**config.mk**
```make
export PLATFORM = sky130hd
export DESIGN_NAME = ffa_cell
export DESIGN_NICKNAME = d
export VERILOG_FILES = /design/src/rtl/ffa_pkg.sv /design/src/rtl/ffa_cell.sv
export SDC_FILE = /design/constraint.sdc
export NUM_CORES = 1
export LEC_CHECK = 0
export BUFFER_PORTS_ARGS = -buffer_cell sky130_fd_sc_hd__buf_2
export CAP_MARGIN = 20
export CORE_AREA = 2 2 162 164
export DETAILED_ROUTE_END_ITERATION = 10
export DIE_AREA = 0 0 164 166
export PLACE_DENSITY = 0.83
export SLEW_MARGIN = 20
export SYNTH_ARGS = -nofsm -noshare
export SYNTH_HDL_FRONTEND = slang
export SYNTH_SLANG_ARGS = --single-unit
```
**constraint.sdc**
```tcl
create_clock -name clk -period 5.67 [get_ports clk]
set_clock_uncertainty 0.1 [all_clocks]
set_input_delay 0.567 -clock clk [delete_from_list [all_inputs] [get_ports clk]]
set_output_delay 0.567 -clock clk [all_outputs]
set_load 0.01 [all_outputs]
```
**src/rtl/ffa_pkg.sv**
```systemverilog
// Package: sizes, codes and shared types of the first-fit heap allocator.
`default_nettype none
package ffa_pkg;

  localparam int MAX_BLOCKS   = 64;
  localparam int HEADER_BYTES = 24;
  localparam int OFFSET_BITS  = 20;

  localparam int SIZE_W    = 21;
  localparam int ADDR_W    = 32;
  localparam int CFG_IDX_W = 1;
  localparam int CNT_W     = $clog2(MAX_BLOCKS);
  localparam int CMP_W     = ((OFFSET_BITS > SIZE_W) ? OFFSET_BITS : SIZE_W) + 2;

  localparam int HEAP_LOW   = 64;
  localparam int HEAP_HIGH  = (OFFSET_BITS >= 20) ? 1048576 : (1 << OFFSET_BITS);
  localparam int HEAP_RESET = (65536 < HEAP_HIGH) ? 65536 : HEAP_HIGH;
  localparam int RESET_BYTES0 = HEAP_RESET - HEADER_BYTES;

  typedef enum logic [1:0] {
    ST_OK      = 2'd0,
    ST_NOFIT   = 2'd1,
    ST_ZERO    = 2'd2,
    ST_UNKNOWN = 2'd3
  } status_t;

  typedef enum logic {
    REQ_ALLOC = 1'b0,
    REQ_FREE  = 1'b1
  } req_type_t;

  typedef enum logic [CFG_IDX_W-1:0] {
    REG_HEAP_BASE = 1'b0,
    REG_HEAP_SIZE = 1'b1
  } cfg_reg_t;

  // One table entry.
  typedef struct packed {
    logic                   valid;
    logic                   used;
    logic [OFFSET_BITS-1:0] start;
    logic [OFFSET_BITS-1:0] bytes;
  } entry_t;

  // Search record rippling down the chain, one cell per cycle.
  typedef struct packed {
    logic                   found;
    logic [OFFSET_BITS-1:0] start;
    logic [OFFSET_BITS-1:0] bytes;
    logic                   prev_free;
    logic                   next_free;
    logic                   just;
    logic                   last_free;
  } carry_t;

  // Broadcast from the controller to every cell.
  typedef struct packed {
    logic                   init;
    logic [OFFSET_BITS-1:0] init_bytes;
    logic                   clear;
    logic                   commit;
    req_type_t              op;
    logic [SIZE_W-1:0]      size;
    logic [ADDR_W-1:0]      addr;
    logic [ADDR_W-1:0]      base;
    logic                   split;
    logic [OFFSET_BITS-1:0] rem_start;
    logic [OFFSET_BITS-1:0] rem_bytes;
    logic                   prev_free;
    logic                   next_free;
  } cmd_t;

endpackage
`default_nettype wire

```
**src/rtl/ffa_cell.sv**
```systemverilog
// One table cell: entry storage, search stage and shift/merge update.
`default_nettype none
module ffa_cell (
  input  wire                 clk,
  input  wire                 rst,
  input  wire                 head,
  input  ffa_pkg::cmd_t       cmd,
  input  ffa_pkg::carry_t     carry_in,
  output ffa_pkg::carry_t     carry_out,
  input  ffa_pkg::entry_t     left,
  input  wire                 left_first,
  input  ffa_pkg::entry_t     right1,
  input  ffa_pkg::entry_t     right2,
  input  wire                 right_first,
  output ffa_pkg::entry_t     ent,
  output logic                first
);
  import ffa_pkg::*;

  localparam logic [OFFSET_BITS-1:0] HDR = OFFSET_BITS'(HEADER_BYTES);

  entry_t ent_next;
  carry_t carry_next;
  logic   hit;
  logic   is_free;
  logic   after;
  logic [ADDR_W-1:0] payload;

  assign is_free = ent.valid && !ent.used;
  assign payload = cmd.base + ADDR_W'(ent.start) + ADDR_W'(HEADER_BYTES);
  assign hit = (cmd.op == REQ_FREE) ? (ent.valid && ent.used && payload == cmd.addr)
                                    : (is_free && CMP_W'(ent.bytes) >= CMP_W'(cmd.size));
  assign first = hit && !carry_in.found;
  assign after = carry_in.found;

  always_comb begin
    carry_next = carry_in;
    carry_next.just = 1'b0;
    carry_next.last_free = is_free;
    if (first) begin
      carry_next.found     = 1'b1;
      carry_next.start     = ent.start;
      carry_next.bytes     = ent.bytes;
      carry_next.prev_free = carry_in.last_free;
      carry_next.just      = 1'b1;
    end else if (carry_in.just) begin
      carry_next.next_free = is_free;
    end
  end

  always_comb begin
    ent_next = ent;
    if (cmd.op == REQ_ALLOC) begin
      if (first) begin
        ent_next.used = 1'b1;
        if (cmd.split) ent_next.bytes = OFFSET_BITS'(cmd.size);
      end else if (cmd.split && after) begin
        if (left_first) begin
          ent_next = '{valid: 1'b1, used: 1'b0, start: cmd.rem_start, bytes: cmd.rem_bytes};
        end else begin
          ent_next = left;
        end
      end
    end else begin
      unique case ({cmd.prev_free, cmd.next_free})
        2'b00: begin
          if (first) ent_next.used = 1'b0;
        end
        2'b01: begin
          if (first) begin
            ent_next.used  = 1'b0;
            ent_next.bytes = ent.bytes + HDR + right1.bytes;
          end else if (after) begin
            ent_next = right1;
          end
        end
        2'b10: begin
          if (right_first) ent_next.bytes = ent.bytes + HDR + right1.bytes;
          else if (first || after) ent_next = right1;
        end
        default: begin
          if (right_first) ent_next.bytes = ent.bytes + HDR + HDR + right1.bytes + right2.bytes;
          else if (first || after) ent_next = right2;
        end
      endcase
    end
  end

  always_ff @(posedge clk) begin
    if (rst || cmd.init) begin
      ent.valid <= head;
      ent.used  <= 1'b0;
      ent.start <= '0;
      ent.bytes <= cmd.init_bytes;
    end else if (cmd.commit) begin
      ent <= ent_next;
    end
  end

  always_ff @(posedge clk) begin
    if (rst || cmd.clear) begin
      carry_out <= '0;
    end else begin
      carry_out <= carry_next;
    end
  end

endmodule
`default_nettype wire

```
* Word level (Yosys, flattened, before mapping)
Index checks and enable logic that the tools add are counted.
** Storage, ports and cells
- Register bits :: 87
- Input port bits :: 328
** Cells by class
- Add/subtract/negate cells :: 7
- Order comparisons :: 1
- Equal/unequal tests :: 27
- Muxes and demuxes :: 30
- Reduce and logical (&&, ||, !) cells :: 21
** Operators by type and width (count)
- $mux 42 :: 9
- $mux 20 :: 7
- $pmux 40 s3 :: 1
- $add 20x20->20 :: 3
- $mux 22 :: 2
- $add 20x5->20 const B :: 2
- $add 32x20->32 :: 1
- $add 32x5->32 const B :: 1
- $eq 32x32->1 :: 1
- $ge 20x21->1 :: 1
- $reduce_and 10->1 :: 2
- $ne 3x3->1 const B :: 6
- $ne 4x4->1 const B :: 4
- $ne 4x1->1 const B :: 3
- $ne 5x5->1 const B :: 2
- $mux 1 :: 9
- $ne 4x2->1 const B :: 2
- $reduce_and 8->1 :: 1
- $reduce_and 7->1 :: 1
- $logic_and 1x1->1 :: 6
- $ne 3x1->1 const B :: 2
- $pmux 1 s3 :: 2
- $reduce_bool 3->1 :: 2
- $ne 5x1->1 const B :: 1
- other kinds (10) :: 15

* Depth between registers and ports, before layout
- Depth after elaboration :: 13
- Mapped depth :: 22
- Mapped depth without buffers :: 22

* Worst setup path before layout
No wires, ideal clock.
- Path kind :: input -> register
- From :: input port cmd[44] (netlist name)
- To :: register ent[0] (netlist name) (enable)
- Library setup time :: 428 ps
- Arrival :: 5320 ps
- Slack :: -179 ps
- Stages on the path :: 15
- Path buffers :: 1
- Path through :: ha_1 > ha_1 > fa_1 > a211oi_1 > nor4b_1 > nor3_1 > o21a_1 > o21a_1 > xnor2_1 > a2111oi_4 > and4_1 > buf_6 > o41a_1 > o211ai_1 > o31ai_1
** On the way
- Word-level cells in the longest chain between the ends :: 9
** Ends and longest elaborated chain
- from (decl) :: RTL line ffa_cell.sv:7 : input ffa_pkg::cmd_t cmd,
- $add 32x20->32 * :: RTL line ffa_cell.sv:30 : assign payload = cmd.base + ADDR_W'(ent.start) + ADDR_W'(HEADER_BYTES);
- $add 32x5->32 * :: RTL line ffa_cell.sv:30
- $eq 32x32->1 * :: RTL line ffa_cell.sv:31 : assign hit = (cmd.op == REQ_FREE) ? (ent.valid && ent.used && payload == cmd.addr)
- $logic_and 1x1->1 * :: RTL line ffa_cell.sv:31
- $mux 1 * :: RTL line ffa_cell.sv:31
- $logic_and 1x1->1 * :: RTL line ffa_cell.sv:33 : assign first = hit && !carry_in.found;
- $logic_or 1x1->1 :: RTL line ffa_cell.sv:79, ffa_cell.sv:83
- $ne 5x1->1 (no source line) or $ne 5x5->1 (tied branches)
- $reduce_and 7->1 (no source line) *
- to (signal assigned) :: RTL line ffa_cell.sv:96 : ent <= ent_next;
- to (decl) :: RTL line ffa_cell.sv:15 : output ffa_pkg::entry_t ent,
Mark *: on every way between the ends. The rest lies on a longest branch, timed or not.
A chain may end at the register's enable or synchronous reset.

* Final worst setup path
- From :: register ent[21] (netlist name)
- To :: output port first
** On the way
- Word-level cells in the longest chain between the ends :: 6
** Ends and longest elaborated chain
- $add 32x20->32 :: RTL line ffa_cell.sv:30
- $add 32x5->32 :: RTL line ffa_cell.sv:30
- $eq 32x32->1 :: RTL line ffa_cell.sv:31
- $logic_and 1x1->1 :: RTL line ffa_cell.sv:31
- $mux 1 :: RTL line ffa_cell.sv:31
- $logic_and 1x1->1 :: RTL line ffa_cell.sv:33
- to (decl) :: RTL line ffa_cell.sv:16 : output logic first
Every way passes these cells.

==> implementation parameters <==
Parameter                              Value

Floorplan
  Ports placed on the boundary    416
  Die Ht    roughly 170 um
  DIE AREA    0.0272 mm2
  DIE WIDTH    164 um
  Starting density of the core    0.426
  Core area    ~0.026 mm2
  Count of standard-cell rows    59

Worst setup path
  Critical path data arrival time    around 4.7 ns
  Worst-path cell chain    ha_1 -> ha_1 -> fa_1 -> a211oi_1 -> nor4b_1 -> nor3_1 -> o21a_1 -> o21a_1 -> xnor2_1 -> a2111oi_4 -> nand4_4 -> nand2_4 -> buf_12 -> buf_2
  Worst flop-to-flop path startpoint    ent[3]$_DFFE_PP_
  Launching element type of the critical path    register
  Max incr delay on CP    around 0.57 ns
  Reg-to-reg endpoint    ent[17]$_DFFE_PP_
  Slowest CP cell    sky130_fd_sc_hd__a211oi_1
  Worst Reg-to-Reg Cells    22
  Number of buffers and inverters on the critical path    2
  Worst-case register-to-register setup slack    0.55 ns
  Worst path top cell family by delay    compound AO/OA/AOI/OAI gates
  Sort of element at the end of the critical path    output pin
  Critical path data required time    5.00 ns
  Largest fanout on the critical path    28
  Crit path kind    register to output pin

Worst hold path
  Worst min-delay path endpoint    carry_out[35]$_SDFF_PP0_
  Hold WC Path Type    input port to register
  Startpoint of the lowest-slack hold path    carry_in[35]
  Worst hold path cell count    3

Power
  Leakage component of the power    between 6 and 7 nW
  Power per Cell Area    204 mW/mm2
  Peak ir drop on the vdd network    161 uV
  PnR Total Power    2.78 mW

Route
  Detailed Route Iter0 Violations    965
  Total via count in the routed design    12140
  Per-cell routed wire length    around 21 um
  Vias per cell    5.79
  Drt drc    0
  Antenna viol nets, final    0
  Post-detailed-routing wire length    between 40000 and 50000 um
  Number of detailed-route iterations in the first pass    6

Clocking
  CTS tree    built
  Clock Tree Root    sky130_fd_sc_hd__clkbuf_16
  Total of hold buffers inserted after clock tree synthesis    0
  PostCTS Resize Cnt    0
  Clock buffers created by TritonCTS    9
  H-tree level count    3
  Setup Fix Bufs, Post-CTS    0
  Maximum count of clock buffers along a single path    2
  Worst-skew pair later-pin latency    0.36 ns
  Num Clock Sinks    87
  Worst-path clk slew    0.08 ns

Run
  Total of max-cap violations    0

Place
  Weighted congestion at the end of routability-driven global placement    0.939
  Total half-perimeter wirelength after legalization and detailed placement    35700 um
  Count of input and output buffers    415
  Placed Area    0.0133 mm2

STA
  Timing-limited maximum frequency    between 0.15 and 0.2 GHz
  Worst rel slew slack    0.279
  Final hold violation count    0
  Post-layout minimum cycle time    ~5.4 ns
  Final setup viols    0
  Min Hold Slack    0.334 ns
  Max Slew Vio Count    0
  Final period utilization    0.952
  RSZ-0062 raised after global routing    no
  Sum Neg Setup Slack    0 ns
  Worst-Margin Slew    1.08 ns

Synth
  Synth area leaders    sky130_fd_sc_hd__ha_1 14%, sky130_fd_sc_hd__dfxtp_1 12%, sky130_fd_sc_hd__mux2i_1 8.4%, sky130_fd_sc_hd__edfxtp_1 5.8%, sky130_fd_sc_hd__a21oi_1 4.8%
  Number of enable-type register cells in the synthesized netlist    21
  Total standard cell area after synthesis    0.0109 mm2
  Number of instances in the synthesized netlist    roughly 1400
  Async set-reset flop share out of synthesis    0
  Mapped Nets    between 1500 and 2000
  Dominant synthesized flop cell    sky130_fd_sc_hd__dfxtp_1
  Area share of the largest cell type after synthesis    0.136
  Synth warn    0
  Part of the Yosys area used for sequential elements    0.179
  Mean area per synthesized cell    8.03 um2
  Yosys top cell by area    sky130_fd_sc_hd__ha_1
  Unique masters post-synth    87
  Post-synthesis sequential element count    87

GRT
  Antenna violations before repair    9
  Largest net degree at the start of global routing    58
  Wire length of the first global-routing pass    ~64000 um
  GR Overflow Total    0
  Via count of the first global-routing pass    11837
  Combined global-route utilization of all metal layers    0.305

Final layout
  Area occupied by multi-input gates    0.00817 mm2
  Fin nets    about 2200
  Number of fill cells in the layout    between 2000 and 2500
  Area growth syn-to-layout    25.2%
  Final Cell Area    approximately 0.014 mm2
  Proportion of layout cells with a drive suffix above 1    0.288
  Combined flip-flop and latch cell area    0.00195 mm2

Run status
  Status    finished clean
==> stage by stage <==
| step | std cells | utilization | setup WS [ns] |
|---|---|---|---|
| 6_report | 2096 | 0.533 | 0.272 |
| 5_1_grt | 2092 | 0.533 | 0.0204 |
| 4_1_cts | 2088 | 0.532 | 0.296 |
| 3_5_place_dp | 2072 | 0.520 | 0.312 |
| 3_3_place_gp | 2072 | 0.520 | 0.447 |
| 2_1_floorplan | 1358 | - | 0.410 |
==> cells in the mapped netlist, drive strengths merged (22+ instances only) <==
cell,instances
inv,127
ha,119
a21oi,107
nand2,97
nor2,97
o21ai,93
mux2i,92
dfxtp,66
xnor2,49
clkbuf,44
nand3,44
xor2,35
a221oi,26
buf,22
fa,22
==> worst max-delay path by stage <==
| stage | from | endpoint | slack (ns) | depth (start not counted) |
|---|---|---|---|---|
| 2_1_floorplan | cmd[44] | ent[0]$_DFFE_PP_ | 0.41 | 15 |
| 3_3_place_gp | cmd[44] | ent[14]$_DFFE_PP_ | 0.45 | 16 |
| 3_5_place_dp | cmd[44] | ent[12]$_DFFE_PP_ | 0.31 | 17 |
| 4_1_cts | ent[21]$_SDFFE_PN0P_ | first | 0.30 | 14 |
| 5_1_grt | ent[21]$_SDFFE_PN0P_ | first | 0.02 | 14 |
| 6_report | ent[21]$_SDFFE_PN0P_ | first | 0.27 | 14 |
==> tightest hold or removal path: stages <==
cell and delay, ns:
sky130_fd_sc_hd__buf_2 0.07, sky130_fd_sc_hd__mux2i_1 0.05, sky130_fd_sc_hd__nor2_1 0.07
==> layout make-up <==
cell class	instances	share of cell area
Antenna cell	8	0.00147
Timing Repair Buffer	445	0.169
Sequential cell	87	0.143
Clock buffer	9	0.0165
Clock inverter	7	0.00522
Multi-Input combinational cell	1076	0.598
Inverter	129	0.0355
Tap cell	335	0.0307
==> cell families after synthesis <==
family | share of synthesized area
AO/OA/AOI/OAI | 0.243
AND/OR/NAND/NOR | 0.158
buffers and inverters | 0.0751
adder cells (fa/ha/maj) | 0.177
multiplexers | 0.101
flip-flops | 0.179
XOR/XNOR | 0.0674
==> registers in the layout, summed over array words and instances (netlist names) <==
register   cells
carry_out     45
ent           42
==> per-layer routing <==
layer | share of wire | vias to the layer above | track usage
li1 | - | 5747 | -
met1 | 0.40 | 5646 | 0.379
met2 | 0.48 | 642 | 0.525
met3 | 0.087 | 101 | 0.0514
met4 | 0.036 | 4 | 0.116
met5 | 0.00060 | - | 0
==> placed cells by master (no fill, tap or decap), types with 8 or more instances in the layout <==
master                        n
sky130_fd_sc_hd__nor2_1      95
sky130_fd_sc_hd__o21a_1      21
sky130_fd_sc_hd__o21ai_1     10
sky130_fd_sc_hd__o221ai_1    11
sky130_fd_sc_hd__a211oi_1    16
sky130_fd_sc_hd__nand2_1     96
sky130_fd_sc_hd__inv_1      126
sky130_fd_sc_hd__xnor2_1     49
sky130_fd_sc_hd__nor4_1      10
sky130_fd_sc_hd__xor2_1      35
sky130_fd_sc_hd__buf_2      415
sky130_fd_sc_hd__mux2_2      16
sky130_fd_sc_hd__o211ai_1    10
sky130_fd_sc_hd__a21oi_1    104
sky130_fd_sc_hd__nor3_1      15
sky130_fd_sc_hd__and3_1      10
sky130_fd_sc_hd__nor2b_1     16
sky130_fd_sc_hd__ha_1       119
sky130_fd_sc_hd__nand3_1     44
sky130_fd_sc_hd__mux2i_1     92
sky130_fd_sc_hd__nand2b_1    13
sky130_fd_sc_hd__dfxtp_1     66
sky130_fd_sc_hd__o21ai_0     82
sky130_fd_sc_hd__clkbuf_16    9
sky130_fd_sc_hd__or3_1        8
sky130_fd_sc_hd__buf_4       29
sky130_fd_sc_hd__a21o_1      21
sky130_fd_sc_hd__nand4_1     15
sky130_fd_sc_hd__fa_1        22
sky130_fd_sc_hd__a221oi_1    25
sky130_fd_sc_hd__edfxtp_1    21
sky130_fd_sc_hd__diode_2      8
==> where the power goes <==
group          switching (mW)  internal [mW]  total, mW
combinational           0.818          0.625       1.44
clock                   0.316          0.312      0.627
sequential             0.0397          0.673      0.712
Power figures use the tool's default switching activity.
